--- config.mk ---
export PLATFORM = sky130hd
export DESIGN_NAME = adts_frame_deframer_flat
export DESIGN_NICKNAME = d
export VERILOG_FILES = /design/src/rtl/afd_pkg.sv /design/src/rtl/afd_ifs.sv /design/src/rtl/adts_frame_deframer.sv /design/src/rtl/afd_apb_regs.sv /design/src/rtl/afd_core.sv /design/src/flat_wrapper.sv
export SDC_FILE = /design/constraint.sdc
export NUM_CORES = 1
export LEC_CHECK = 0
export ABC_AREA = 1
export BUFFER_PORTS_ARGS = -buffer_cell sky130_fd_sc_hd__buf_4
export CAP_MARGIN = 20
export CORE_UTILIZATION = 58
export CTS_CLUSTER_SIZE = 8
export DETAILED_ROUTE_END_ITERATION = 8
export MAX_ROUTING_LAYER = met4
export PLACE_DENSITY = 0.81
export SYNTH_ARGS = -nofsm -noshare
export SYNTH_HDL_FRONTEND = slang
export SYNTH_SLANG_ARGS = --single-unit
--- constraint.sdc ---
create_clock -name clk -period 7 [get_ports clk]
set_clock_uncertainty 0.2 [all_clocks]
set_input_delay 0.7 -clock clk [delete_from_list [all_inputs] [get_ports clk]]
set_output_delay 0.7 -clock clk [all_outputs]
set_load 0.05 [all_outputs]
--- src/rtl/afd_pkg.sv ---
// ----------------------------------------------------------------------------
// afd_pkg: shared types and constants of the ADTS frame deframer
// Sync pattern, header sizes, status codes, the result record and the
// sampling rate lookup.
// ----------------------------------------------------------------------------
package afd_pkg;

  // sync pair
  localparam logic [7:0] SYNC_BYTE  = 8'hFF;
  localparam logic [7:0] SYNC2_MASK = 8'hF6;
  localparam logic [7:0] SYNC2_VAL  = 8'hF0;

  // header sizes in bytes, without and with crc
  localparam logic [3:0] HDR_BASE = 4'd7;
  localparam logic [3:0] HDR_CRC  = 4'd9;

  // depth of the header delay line in bytes
  localparam logic [2:0] LINE_DEPTH = 3'd7;

  // default rate index used when the header index is out of range
  localparam logic [3:0] RATE_IDX_DEFAULT = 4'd3;
  localparam logic [3:0] RATE_IDX_COUNT   = 4'd12;

  // channel configuration substituted for zero
  localparam logic [2:0] CHAN_DEFAULT = 3'd2;

  // result status codes
  localparam logic [1:0] ST_FRAME  = 2'd0;
  localparam logic [1:0] ST_EMPTY  = 2'd1;
  localparam logic [1:0] ST_BADLEN = 2'd2;

  // configuration port
  localparam int unsigned CFG_ADDR_W = 3;
  localparam int unsigned CFG_DATA_W = 32;
  localparam logic [0:0]  REG_KEEP_HEADER = 1'b0;

  // one result request
  typedef struct packed {
    logic [7:0]  out_byte;
    logic [1:0]  status;
    logic        first_of_frame;
    logic        last_of_frame;
    logic [12:0] frame_bytes;
    logic [3:0]  header_bytes;
    logic [1:0]  profile;
    logic [16:0] sample_rate;
    logic [2:0]  channels;
  } res_t;

  // sampling frequency index to hertz
  function automatic logic [16:0] rate_hz(input logic [3:0] idx);
    logic [16:0] hz;
    case (idx)
      4'd0:    hz = 17'd96000;
      4'd1:    hz = 17'd88200;
      4'd2:    hz = 17'd64000;
      4'd3:    hz = 17'd48000;
      4'd4:    hz = 17'd44100;
      4'd5:    hz = 17'd32000;
      4'd6:    hz = 17'd24000;
      4'd7:    hz = 17'd22050;
      4'd8:    hz = 17'd16000;
      4'd9:    hz = 17'd12000;
      4'd10:   hz = 17'd11025;
      4'd11:   hz = 17'd8000;
      default: hz = 17'd48000;
    endcase
    return hz;
  endfunction

endpackage

--- src/rtl/afd_ifs.sv ---
// ----------------------------------------------------------------------------
// afd_ifs: stream channels of the ADTS frame deframer
// Byte input channel and frame result channel, valid/ready handshake.
// ----------------------------------------------------------------------------
interface afd_in_if;
  logic       valid;
  logic       ready;
  logic [7:0] data_byte;

  modport source (output valid, output data_byte, input ready);
  modport sink (input valid, input data_byte, output ready);
endinterface

interface afd_out_if;
  logic        valid;
  logic        ready;
  logic [7:0]  out_byte;
  logic [1:0]  status;
  logic        first_of_frame;
  logic        last_of_frame;
  logic [12:0] frame_bytes;
  logic [3:0]  header_bytes;
  logic [1:0]  profile;
  logic [16:0] sample_rate;
  logic [2:0]  channels;

  modport source (output valid, output out_byte, output status, output first_of_frame,
                  output last_of_frame, output frame_bytes, output header_bytes,
                  output profile, output sample_rate, output channels, input ready);
  modport sink (input valid, input out_byte, input status, input first_of_frame,
                input last_of_frame, input frame_bytes, input header_bytes,
                input profile, input sample_rate, input channels, output ready);
  modport monitor (input valid, input ready, input out_byte, input status,
                   input first_of_frame, input last_of_frame, input frame_bytes,
                   input header_bytes, input profile, input sample_rate, input channels);
endinterface

--- src/rtl/adts_frame_deframer.sv ---
// ----------------------------------------------------------------------------
// adts_frame_deframer: ADTS stream to frame bytes
// Hunts for ADTS sync, parses the header and passes frame bytes on with
// first/last marks, flagging empty and bad-length frames.
//
//   channel   ports                      direction  payload
//   in_ch     valid/ready handshake      sink       data_byte
//   out_ch    valid/ready handshake      source     frame byte, status, props
//   config    psel/penable/pwrite/...    slave      keep_header at 0x0
//
// One byte request is taken every cycle while no stalled result blocks it;
// its result passes through the input register, then the result register.
// With keep_header set, frame bytes leave through a 7-byte delay line, so a
// byte is emitted seven input requests after it arrives.
// rst_n is synchronous: framing returns to sync hunt, properties unlatched.
// A stalled output holds its request; input keeps flowing while the byte
// makes no result or the result register is free or drained in the same cycle.
// ----------------------------------------------------------------------------
module adts_frame_deframer (
  input  logic                             clk,
  input  logic                             rst_n,
  afd_in_if.sink                           in_ch,
  afd_out_if.source                        out_ch,
  input  logic                             psel,
  input  logic                             penable,
  input  logic                             pwrite,
  input  logic [afd_pkg::CFG_ADDR_W-1:0]   paddr,
  input  logic [afd_pkg::CFG_DATA_W-1:0]   pwdata,
  output logic [afd_pkg::CFG_DATA_W-1:0]   prdata,
  output logic                             pready
);
  import afd_pkg::*;

  logic       keep_header;
  logic       in_v_r;
  logic [7:0] in_byte_r;
  logic       out_v_r;
  res_t       res_r;
  res_t       res;
  logic       emit;
  logic       fire;

  // configuration
  afd_apb_regs u_regs (
    .clk         (clk),
    .rst_n       (rst_n),
    .psel        (psel),
    .penable     (penable),
    .pwrite      (pwrite),
    .paddr       (paddr),
    .pwdata      (pwdata),
    .prdata      (prdata),
    .pready      (pready),
    .keep_header (keep_header)
  );

  // a byte is processed when its result, if any, has a free slot
  assign fire        = in_v_r && (!emit || !out_v_r || out_ch.ready);
  assign in_ch.ready = !in_v_r || fire;

  // input register
  always_ff @(posedge clk) begin
    if (!rst_n) begin
      in_v_r <= 1'b0;
    end else if (in_ch.ready) begin
      in_v_r <= in_ch.valid;
    end
  end

  always_ff @(posedge clk) begin
    if (in_ch.ready && in_ch.valid) begin
      in_byte_r <= in_ch.data_byte;
    end
  end

  // framing core
  afd_core u_core (
    .clk         (clk),
    .rst_n       (rst_n),
    .fire        (fire),
    .byte_in     (in_byte_r),
    .keep_header (keep_header),
    .emit        (emit),
    .res         (res)
  );

  // result register
  always_ff @(posedge clk) begin
    if (!rst_n) begin
      out_v_r <= 1'b0;
    end else if (fire && emit) begin
      out_v_r <= 1'b1;
    end else if (out_ch.ready) begin
      out_v_r <= 1'b0;
    end
  end

  always_ff @(posedge clk) begin
    if (fire && emit) begin
      res_r <= res;
    end
  end

  assign out_ch.valid          = out_v_r;
  assign out_ch.out_byte       = res_r.out_byte;
  assign out_ch.status         = res_r.status;
  assign out_ch.first_of_frame = res_r.first_of_frame;
  assign out_ch.last_of_frame  = res_r.last_of_frame;
  assign out_ch.frame_bytes    = res_r.frame_bytes;
  assign out_ch.header_bytes   = res_r.header_bytes;
  assign out_ch.profile        = res_r.profile;
  assign out_ch.sample_rate    = res_r.sample_rate;
  assign out_ch.channels       = res_r.channels;

endmodule

--- src/rtl/afd_apb_regs.sv ---
// ----------------------------------------------------------------------------
// afd_apb_regs: configuration register file
// APB-style write/read of the keep_header control bit.
// ----------------------------------------------------------------------------
module afd_apb_regs (
  input  logic                             clk,
  input  logic                             rst_n,
  input  logic                             psel,
  input  logic                             penable,
  input  logic                             pwrite,
  input  logic [afd_pkg::CFG_ADDR_W-1:0]   paddr,
  input  logic [afd_pkg::CFG_DATA_W-1:0]   pwdata,
  output logic [afd_pkg::CFG_DATA_W-1:0]   prdata,
  output logic                             pready,
  output logic                             keep_header
);
  import afd_pkg::*;

  logic keep_r;
  logic wr_en;
  logic hit_keep;

  // word decode, byte offset bits ignored
  assign hit_keep = (paddr[CFG_ADDR_W-1 -: 1] == REG_KEEP_HEADER);
  assign pready   = 1'b1;
  assign wr_en    = psel && penable && pwrite && pready;

  always_ff @(posedge clk) begin
    if (!rst_n) begin
      keep_r <= 1'b0;
    end else if (wr_en && hit_keep) begin
      keep_r <= pwdata[0];
    end
  end

  // read back
  always_comb begin
    prdata = '0;
    if (hit_keep) begin
      prdata[0] = keep_r;
    end
  end

  assign keep_header = keep_r;

endmodule

--- src/rtl/afd_core.sv ---
// ----------------------------------------------------------------------------
// afd_core: ADTS sync hunt, header parse and frame byte selection
// Holds the framing state and the 7-byte delay line, and forms the
// result request for the byte presented on byte_in.
// ----------------------------------------------------------------------------
module afd_core (
  input  logic          clk,
  input  logic          rst_n,
  input  logic          fire,
  input  logic [7:0]    byte_in,
  input  logic          keep_header,
  output logic          emit,
  output afd_pkg::res_t res
);
  import afd_pkg::*;

  typedef enum logic [1:0] {
    PH_HUNT = 2'd0,
    PH_SYNC = 2'd1,
    PH_HDR  = 2'd2,
    PH_BODY = 2'd3
  } phase_t;

  phase_t      phase_r, phase_nxt;
  logic [55:0] shift_r, shift_nxt;
  logic [3:0]  hcnt_r, hcnt_nxt;
  logic [12:0] left_r, left_nxt;
  logic        latched_r, latched_nxt;
  logic [1:0]  prof_r, prof_nxt;
  logic [3:0]  ridx_r, ridx_nxt;
  logic [2:0]  chan_r, chan_nxt;
  logic [12:0] len_r, len_nxt;
  logic [3:0]  hsz_r, hsz_nxt;
  logic        keep_r, keep_nxt;
  logic [2:0]  line_r, line_nxt;
  logic [1:0]  pend_r, pend_nxt;

  logic        line_emit;
  logic        pay_emit;
  logic        pend_emit;
  logic [1:0]  pend_code;
  logic [13:0] remaining;
  logic [2:0]  line_mid;
  logic [12:0] payload;
  logic [12:0] hdr_len;
  logic [3:0]  hdr_size;
  logic [3:0]  hdr_ridx;
  logic [2:0]  hdr_chan;

  // delay line output and payload window
  assign line_emit = (line_r != 3'd0);
  assign remaining = {1'b0, left_r} + {11'd0, line_r};
  assign line_mid  = line_r - {2'd0, line_emit};
  assign payload   = (len_r > {9'd0, hsz_r}) ? (len_r - {9'd0, hsz_r}) : 13'd0;
  assign shift_nxt = {shift_r[47:0], byte_in};

  // header fields of the completed 7-byte header
  assign hdr_len  = shift_nxt[25:13];
  assign hdr_size = shift_nxt[40] ? HDR_BASE : HDR_CRC;
  assign hdr_ridx = shift_nxt[37:34];
  assign hdr_chan = shift_nxt[32:30];

  // next state
  always_comb begin
    phase_nxt   = phase_r;
    hcnt_nxt    = hcnt_r;
    left_nxt    = left_r;
    latched_nxt = latched_r;
    prof_nxt    = prof_r;
    ridx_nxt    = ridx_r;
    chan_nxt    = chan_r;
    len_nxt     = len_r;
    hsz_nxt     = hsz_r;
    keep_nxt    = keep_r;
    line_nxt    = line_mid;
    pend_nxt    = pend_r;
    pay_emit    = 1'b0;
    case (phase_r)
      PH_BODY: begin
        left_nxt = left_r - {12'd0, (left_r != 13'd0)};
        if (keep_r) begin
          if (line_mid < LINE_DEPTH) begin
            line_nxt = line_mid + 3'd1;
          end
        end else begin
          pay_emit = !line_emit && (left_r != 13'd0) && (left_r <= payload);
        end
        if (left_nxt == 13'd0) begin
          phase_nxt = PH_HUNT;
          hcnt_nxt  = 4'd0;
        end
      end
      PH_HUNT: begin
        if (byte_in == SYNC_BYTE) begin
          phase_nxt = PH_SYNC;
          hcnt_nxt  = 4'd1;
        end
      end
      PH_SYNC: begin
        if ((byte_in & SYNC2_MASK) == SYNC2_VAL) begin
          phase_nxt = PH_HDR;
          hcnt_nxt  = 4'd2;
        end else if (byte_in == SYNC_BYTE) begin
          hcnt_nxt = 4'd1;
        end else begin
          phase_nxt = PH_HUNT;
          hcnt_nxt  = 4'd0;
        end
      end
      PH_HDR: begin
        hcnt_nxt = hcnt_r + 4'd1;
        if (hcnt_nxt >= HDR_BASE) begin
          // properties come from the first header only
          if (!latched_r) begin
            prof_nxt    = shift_nxt[39:38];
            ridx_nxt    = (hdr_ridx >= RATE_IDX_COUNT) ? RATE_IDX_DEFAULT : hdr_ridx;
            chan_nxt    = (hdr_chan == 3'd0) ? CHAN_DEFAULT : hdr_chan;
            latched_nxt = 1'b1;
          end
          len_nxt  = hdr_len;
          hsz_nxt  = hdr_size;
          hcnt_nxt = 4'd0;
          if (hdr_len <= {9'd0, hdr_size}) begin
            // short frame: flag and hunt again
            pend_nxt  = (hdr_len == {9'd0, hdr_size}) ? ST_EMPTY : ST_BADLEN;
            phase_nxt = PH_HUNT;
          end else begin
            keep_nxt  = keep_header;
            left_nxt  = hdr_len - {9'd0, HDR_BASE};
            phase_nxt = PH_BODY;
            if (keep_header) begin
              line_nxt = LINE_DEPTH;
            end
          end
        end
      end
      default: begin
        phase_nxt = PH_HUNT;
      end
    endcase
    // status goes out when no frame byte claims the slot
    pend_code = pend_nxt;
    pend_emit = !line_emit && !pay_emit && (pend_code != ST_FRAME);
    if (pend_emit) begin
      pend_nxt = ST_FRAME;
    end
  end

  // result request
  always_comb begin
    res.profile     = prof_nxt;
    res.sample_rate = rate_hz(ridx_nxt);
    res.channels    = chan_nxt;
    if (line_emit) begin
      res.out_byte       = shift_r[55:48];
      res.status         = ST_FRAME;
      res.first_of_frame = (remaining == {1'b0, len_r});
      res.last_of_frame  = (remaining == 14'd1);
      res.frame_bytes    = len_r;
      res.header_bytes   = hsz_r;
    end else if (pay_emit) begin
      res.out_byte       = byte_in;
      res.status         = ST_FRAME;
      res.first_of_frame = (left_r == payload);
      res.last_of_frame  = (left_r == 13'd1);
      res.frame_bytes    = payload;
      res.header_bytes   = hsz_r;
    end else begin
      res.out_byte       = 8'd0;
      res.status         = pend_code;
      res.first_of_frame = 1'b0;
      res.last_of_frame  = 1'b0;
      res.frame_bytes    = len_nxt;
      res.header_bytes   = hsz_nxt;
    end
  end

  assign emit = line_emit || pay_emit || pend_emit;

  // framing state
  always_ff @(posedge clk) begin
    if (!rst_n) begin
      phase_r   <= PH_HUNT;
      hcnt_r    <= 4'd0;
      left_r    <= 13'd0;
      latched_r <= 1'b0;
      prof_r    <= 2'd0;
      ridx_r    <= 4'd0;
      chan_r    <= 3'd0;
      len_r     <= 13'd0;
      hsz_r     <= 4'd0;
      keep_r    <= 1'b0;
      line_r    <= 3'd0;
      pend_r    <= ST_FRAME;
    end else if (fire) begin
      phase_r   <= phase_nxt;
      hcnt_r    <= hcnt_nxt;
      left_r    <= left_nxt;
      latched_r <= latched_nxt;
      prof_r    <= prof_nxt;
      ridx_r    <= ridx_nxt;
      chan_r    <= chan_nxt;
      len_r     <= len_nxt;
      hsz_r     <= hsz_nxt;
      keep_r    <= keep_nxt;
      line_r    <= line_nxt;
      pend_r    <= pend_nxt;
    end
  end

  // delay line, no reset needed
  always_ff @(posedge clk) begin
    if (fire) begin
      shift_r <= shift_nxt;
    end
  end

endmodule

--- src/flat_wrapper.sv ---
// flat-port wrapper written by rule: the top's interface ports become plain ports
module adts_frame_deframer_flat import afd_pkg::*;
  (clk, rst_n, psel, penable, pwrite, paddr, pwdata, prdata, pready, in_ch_valid, in_ch_data_byte, in_ch_ready, out_ch_valid, out_ch_out_byte, out_ch_status, out_ch_first_of_frame, out_ch_last_of_frame, out_ch_frame_bytes, out_ch_header_bytes, out_ch_profile, out_ch_sample_rate, out_ch_channels, out_ch_ready);
  afd_in_if in_ch_i ();
  afd_out_if out_ch_i ();
  input  logic clk;
  input  logic rst_n;
  input  logic psel;
  input  logic penable;
  input  logic pwrite;
  input  logic [afd_pkg::CFG_ADDR_W-1:0] paddr;
  input  logic [afd_pkg::CFG_DATA_W-1:0] pwdata;
  output logic [afd_pkg::CFG_DATA_W-1:0] prdata;
  output logic pready;
  input wire logic [$bits(in_ch_i.valid)-1:0] in_ch_valid;
  input wire logic [$bits(in_ch_i.data_byte)-1:0] in_ch_data_byte;
  output wire logic [$bits(in_ch_i.ready)-1:0] in_ch_ready;
  output wire logic [$bits(out_ch_i.valid)-1:0] out_ch_valid;
  output wire logic [$bits(out_ch_i.out_byte)-1:0] out_ch_out_byte;
  output wire logic [$bits(out_ch_i.status)-1:0] out_ch_status;
  output wire logic [$bits(out_ch_i.first_of_frame)-1:0] out_ch_first_of_frame;
  output wire logic [$bits(out_ch_i.last_of_frame)-1:0] out_ch_last_of_frame;
  output wire logic [$bits(out_ch_i.frame_bytes)-1:0] out_ch_frame_bytes;
  output wire logic [$bits(out_ch_i.header_bytes)-1:0] out_ch_header_bytes;
  output wire logic [$bits(out_ch_i.profile)-1:0] out_ch_profile;
  output wire logic [$bits(out_ch_i.sample_rate)-1:0] out_ch_sample_rate;
  output wire logic [$bits(out_ch_i.channels)-1:0] out_ch_channels;
  input wire logic [$bits(out_ch_i.ready)-1:0] out_ch_ready;
  assign in_ch_i.valid = in_ch_valid;
  assign in_ch_i.data_byte = in_ch_data_byte;
  assign in_ch_ready = in_ch_i.ready;
  assign out_ch_valid = out_ch_i.valid;
  assign out_ch_out_byte = out_ch_i.out_byte;
  assign out_ch_status = out_ch_i.status;
  assign out_ch_first_of_frame = out_ch_i.first_of_frame;
  assign out_ch_last_of_frame = out_ch_i.last_of_frame;
  assign out_ch_frame_bytes = out_ch_i.frame_bytes;
  assign out_ch_header_bytes = out_ch_i.header_bytes;
  assign out_ch_profile = out_ch_i.profile;
  assign out_ch_sample_rate = out_ch_i.sample_rate;
  assign out_ch_channels = out_ch_i.channels;
  assign out_ch_i.ready = out_ch_ready;
  adts_frame_deframer u_core (.clk(clk), .rst_n(rst_n), .in_ch(in_ch_i), .out_ch(out_ch_i), .psel(psel), .penable(penable), .pwrite(pwrite), .paddr(paddr), .pwdata(pwdata), .prdata(prdata), .pready(pready));
endmodule
Yosys cells after proc, flatten, opt, wreduce, memory -nomap -nowiden --
Memories as Yosys holds them, arrays and structs flattened. A register that Yosys moved wholly into a read port is not among the register bits. Index checks and enable logic that the tools add are counted. Widths: inputs -> output; s select.
Word-level totals: bits of input ports 50, register bits 153, memory bits (read-only) 272, memories 1
Memory list:
- (name not given) | depth 16, bits a word 17, read ports 1, clocked after Yosys merged registers in 1, wr ports 0, RTL line afd_pkg.sv:53 | case (idx)
Cells by class: muxes and demuxes 51, bitwise operators 2, reductions and logical operators 34, eq/ne operators 15, order comparisons 6, $add $sub $neg 7
Operators by type and width (count):
- $mux 13 | 5
- $mux 29 | 2
- $mux 4 | 10
- $mux 2 | 15
- $mux 3 | 9
- $pmux 13 s2 | 1
- $pmux 4 s4 | 1
- $add 13x3->14 | 1
- $eq 14x1->1 const B | 1
- $eq 14x13->1 | 1
- $eq 13x1->1 const B | 1
- $eq 13x13->1 | 1
- $eq 13x4->1 | 1
- $gt 13x4->1 | 1
- $le 13x13->1 | 1
- $le 13x4->1 | 1
- $logic_not 13->1 | 1
- $reduce_bool 13->1 | 1
- $sub 13x1->13 | 1
- $sub 13x3->13 const B | 1
- $sub 13x4->13 | 1
- $logic_and 1x1->1 | 10
- $eq 8x8->1 const B | 1
- $ne 2x2->1 const B | 4
- 24 further kinds | 43

Logic depth before layout (Yosys ltp) --
word-level depth 16, depth in mapped cells 28, gate-level depth less buffers 28

Modules after synthesis --
Synthesis repeated with hierarchy kept, for this count alone.
Second synthesis, totals: cell total of the unflattened synthesis 1052, area total of the unflattened synthesis 9282.7 µm²
Modules (own cells, without submodules):
- afd_core | cells an instance 929, sequential area each 2722.6 µm², times used 1, area an instance 7078.0 µm²
- adts_frame_deframer | cells an instance 77, sequential area each 1811.7 µm², times used 1, area an instance 1890.6 µm²
- afd_apb_regs | cells an instance 46, sequential area each 20.0 µm², times used 1, area an instance 314.1 µm²

Worst setup path before layout --
No wires, ideal clock.
path type reg-to-reg, start register u_core.u_core.len_r[0], end register u_core.res_r, in the netlist u_core.out_ch.channels[0], enable pin, data required time 6324 ps, data arrival time 5543 ps, setup time 476 ps, clock period less this slack 6219 ps, cell stages (with the launch flop) 26, setup slack 781 ps, cell sequence dfxtp_1 inv_1 ha_1 inv_1 fa_1 nand2_1 inv_1 o21ai_0 inv_1 nor2_1 nand4_1 xor2_1 nand2_1 ha_1 nand2_1 nor2_1 nand2_1 nor2_1 nand2_1 nand3_1 nand2_2 nor2_4 nand2_4 nand2_2 nand2_2 a21oi_1
On the way: word-level cells in the longest chain between the ends 15, elaborated cells on any way between the ends 17, classes of those cells add/sub: 1; order compare: 2; mux: 3; reduce/logical: 11
RTL lines:
- from (decl) | RTL line afd_core.sv:32 | logic [12:0] len_r, len_nxt;
- from (signal assigned) | RTL line afd_core.sv:203 | len_r <= len_nxt;
- $sub 13x4->13 / $gt 13x4->1 (equally long branches) | RTL line afd_core.sv:54 | assign payload = (len_r > {9'd0, hsz_r}) ? (len_r - {9'd0, hsz_r}) : 13'd0;
- $mux 13 (*) | RTL line afd_core.sv:54
- $le 13x13->1 (*) | RTL line afd_core.sv:86 | pay_emit = !line_emit && (left_r != 13'd0) && (left_r <= payload);
- $logic_and 1x1->1 (*) | RTL line afd_core.sv:86
- $mux 1 (*) | RTL line afd_core.sv:81 | if (keep_r) begin
- $mux 1 (*) | RTL line afd_core.sv:78 | case (phase_r)
- $logic_not 1->1 | RTL line afd_core.sv:143 | pend_emit = !line_emit && !pay_emit && (pend_code != ST_FRAME);
- $logic_and 1x1->1 (2 in series) | RTL line afd_core.sv:143
- $logic_or 1x1->1 (*) | RTL line afd_core.sv:178 | assign emit = line_emit || pay_emit || pend_emit;
- $logic_not 1->1 | RTL line adts_frame_deframer.sv:58 | assign fire = in_v_r && (!emit || !out_v_r || out_ch.ready);
- $logic_or 1x1->1 (2 in series) | RTL line adts_frame_deframer.sv:58
- $logic_and 1x1->1 | RTL line adts_frame_deframer.sv:58
- $logic_and 1x1->1 (*) | RTL line adts_frame_deframer.sv:99 | if (fire && emit) begin
- to (signal assigned) | RTL line adts_frame_deframer.sv:100 | res_r <= res;
- to (decl) | RTL line adts_frame_deframer.sv:38 | res_t res_r;
Mark *: on every way between the ends. The rest lies on a longest branch, timed or not. A chain may end at the register's enable or synchronous reset.

Final worst setup path --
start register u_core.u_core.len_r[0], end register u_core.res_r, in the netlist u_core.out_ch.out_byte[4], enable pin
The elaborated chain is that of the path after synthesis.

==> results.sh <==
export IMPL_status="complete, no violations"
export IMPL_first_pass_iters=5
export IMPL_ctsResizeCount=0
export IMPL_dpl_hpwl_um=15400
export IMPL_worstPathRequired_ps=6890
export IMPL_drive_gt1_share_pct=12.6
export IMPL_yosysSeqAreaShare_pct=48.5
export IMPL_path_clk_slew_ps=70
export IMPL_cts_setup_buffers=0
export IMPL_worst_hold_startpoint="u_core.u_core.shift_r[2]"
export IMPL_dieHeight_um=129
export IMPL_ios=136
export IMPL_cts_hold_buffers=0
export IMPL_drt_total_wl_um=22200
export IMPL_layout_commonest_cell="nand2_1"
export IMPL_synth_edff_count=114
export IMPL_tritoncts="yes"
export IMPL_critPathSlowestCell="nand2_2"
export IMPL_avgSynthCellArea_um2=8.48
export IMPL_wl_per_cell_um=16.1
export IMPL_hold_viol=0
export IMPL_nets=1244
export IMPL_yosysTopAreaCellShare_pct=36.7
export IMPL_drcViolationCount=0
export IMPL_grt_pass1_wl_um=35500
export IMPL_overflow=0
export IMPL_slew_headroom_pct=29.3
export IMPL_antenna_left=0
export IMPL_clock_sinks=169
export IMPL_final_setup_viol_count=0
export IMPL_clock_fmax_mhz=183
export IMPL_drv_cap=0
export IMPL_rr_startpoint="u_core.u_core.len_r[0]"
export IMPL_htree_levels=4
export IMPL_synthFlopType="edfxtp_1"
export IMPL_cellPowerDensity_mw_per_mm2=243
export IMPL_grt_pass1_vias=7114
export IMPL_grt_start_max_net_pins=91
export IMPL_hold_class="register to register"
export IMPL_cp_num_buf_inv=5
export IMPL_area_growth_pct=11.7
export IMPL_antenna_found_initial=0
export IMPL_crit_path_frequent_cell="nand2_1"
export IMPL_synth_area_leaders="edfxtp_1, dfxtp_1, nand2_1, ha_1, inv_1"
export IMPL_syn_cell_area_mm2=0.00932
export IMPL_viasPerCell=5.58
export IMPL_synth_async_sr_flop_share_pct=0
export IMPL_die_x_um=129
export IMPL_max_stage_delay_ps=500
export IMPL_final_cell_mix="nand2_1, edfxtp_1, inv_1, nor2_1, buf_4"
export IMPL_io_buffers=70
export IMPL_cp_start_kind="register"
export IMPL_cp_top_family="simple AND/OR/NAND/NOR gates"
export IMPL_clock_latency_ps=440
export IMPL_place_inst=1348
export IMPL_total_leakage_power_nw=4.48
export IMPL_vdd_ir_drop_max_mv=0.188
export IMPL_critical_path_class="register to register"
export IMPL_synth_largest_area_cell="edfxtp_1"
export IMPL_cp_arrival_ps=5350
export IMPL_track_usage_pct=29.0
export IMPL_synth_warnings=0
export IMPL_end_kind="register"
export IMPL_vias=7695
export IMPL_setup_tns_ps=0
export IMPL_initial_core_util_pct=60.4
export IMPL_finalNonFillerCells=1380
export IMPL_fin_util_pct=67.5
export IMPL_period_minus_slack_ps=5450
export IMPL_drt_iter0_markers=885
export IMPL_gp_congestion=0.962
export IMPL_die_area_mm2=0.0166
export IMPL_core_mm2=0.0154
export IMPL_cts_buffer_depth=2
export IMPL_setup_ws_ps=1550
export IMPL_place_ws_ps=1630
export IMPL_root_buffer="clkbuf_16"
export IMPL_cts_buffers=17
export IMPL_period_share_pct=77.9
export IMPL_rsz0062_at_grt="no"
export IMPL_diodes=0
export IMPL_num_rows=45
export IMPL_syn_instance_count=1099
export IMPL_synth_cell_types=51
export IMPL_tightest_slew_ps=1060
export IMPL_ys_ff_latch=169
export IMPL_crit_start="u_core.u_core.len_r[0]"
export IMPL_slew_viol_final=0
export IMPL_path_max_fanout=43
-- final cells by class --
cell class | count | area, um2
fill | 1234 | 5010
sequential | 169 | 4520
multi-input combinational | 773 | 4030
timing repair buffer | 73 | 548
inverter | 122 | 458
clock buffer | 21 | 450
tap | 211 | 264
clock inverter | 11 | 136
-- report_power, final --
part / internal (mW) / switching [mW]
Clock: 0.542 / 0.399
Combinational: 0.119 / 0.317
Sequential: 1.12 / 0.0329
Total: 1.78 / 0.749
-- flip-flops by register name (all words and copies together), names as in the netlist, 8 cells and up --
signal                     cells
u_core.in_byte_r               8
u_core.out_ch.frame_bytes     13
u_core.out_ch.out_byte         8
u_core.out_ch.sample_rate     16
u_core.u_core.left_r          13
u_core.u_core.len_r           13
u_core.u_core.shift_r         56
-- cells by family after synthesis --
logic type	share of synthesized area, %
flip-flops	48.5
AND/OR/NAND/NOR	24.1
XOR/XNOR	2.35
adder cells (fa/ha/maj)	5.26
buffers and inverters	9.51
AO/OA/AOI/OAI	10.2
other	0.0806
-- final timing paths --
check / to / slack (ps) / cells after the start
worst min-delay path: u_core.u_core.shift_r[10] / 220 / 0
worst max register to register: u_core.out_ch.out_byte[4] / 1550 / 26
worst max-delay path: u_core.out_ch.out_byte[4] / 1550 / 26
worst min register to register: u_core.u_core.shift_r[10] / 220 / 0
-- worst register-to-register path: stages (launching register included) --
cell,delay (ps)
dfxtp_1,330
inv_1,130
ha_1,170
inv_1,50
fa_1,380
nand2_1,70
inv_1,50
o21ai_0,130
inv_1,70
nor2_1,290
nand4_1,160
xor2_1,170
nand2_1,110
ha_1,310
nand2_1,80
nor2_1,170
nand2_1,100
nor2_1,100
nand2_1,60
nand3_1,90
nand2_2,120
nor2_4,230
nand2_4,120
nand2_2,120
nand2_2,500
a21oi_4,400
buf_4,400
-- stage by stage --
| stage | hold WS [ps] | total power [mW] | instance area [um2] |
|---|---|---|---|
| 6_report | 217 | 2.53 | 10400 |
| 5_1_grt | 229 | 2.62 | 10400 |
| 4_1_cts | 219 | 2.53 | 10400 |
| 3_5_place_dp | 205 | 1.60 | 9830 |
| 3_3_place_gp | 201 | 1.59 | 9830 |
| 2_1_floorplan | 200 | 1.50 | 9430 |
-- Yosys cell counts, types with 3 or more instances --
library cell,n
a21oi_1,61
buf_2,9
buf_4,40
buf_6,3
clkbuf_1,11
clkinv_1,3
dfxtp_1,55
edfxtp_1,114
ha_1,36
inv_1,111
inv_2,8
nand2_1,267
nand2_2,6
nand2_4,3
nand3_1,66
nand3_2,3
nand4_1,19
nor2_1,108
nor2_2,6
nor2_4,6
nor3_1,11
nor4_1,3
o211ai_1,3
o21ai_0,70
o21ai_2,3
o221ai_1,13
o22ai_1,3
or2_2,5
xnor2_1,7
xor2_1,18
-- metal layers --
| metal | track usage (%) | vias to the layer above | routed length [um] | share of wire, % |
|---|---|---|---|---|
| met1 | 38.8 | 3558 | 9770 | 44 |
| li1 | - | 3722 | - | - |
| met2 | 43.6 | 352 | 9950 | 45 |
| met5 | - | - | 0 | 0 |
| met3 | 5.32 | 63 | 1750 | 7.9 |
| met4 | 12.0 | 0 | 707 | 3.2 |
Power figures use the tool's default switching activity.
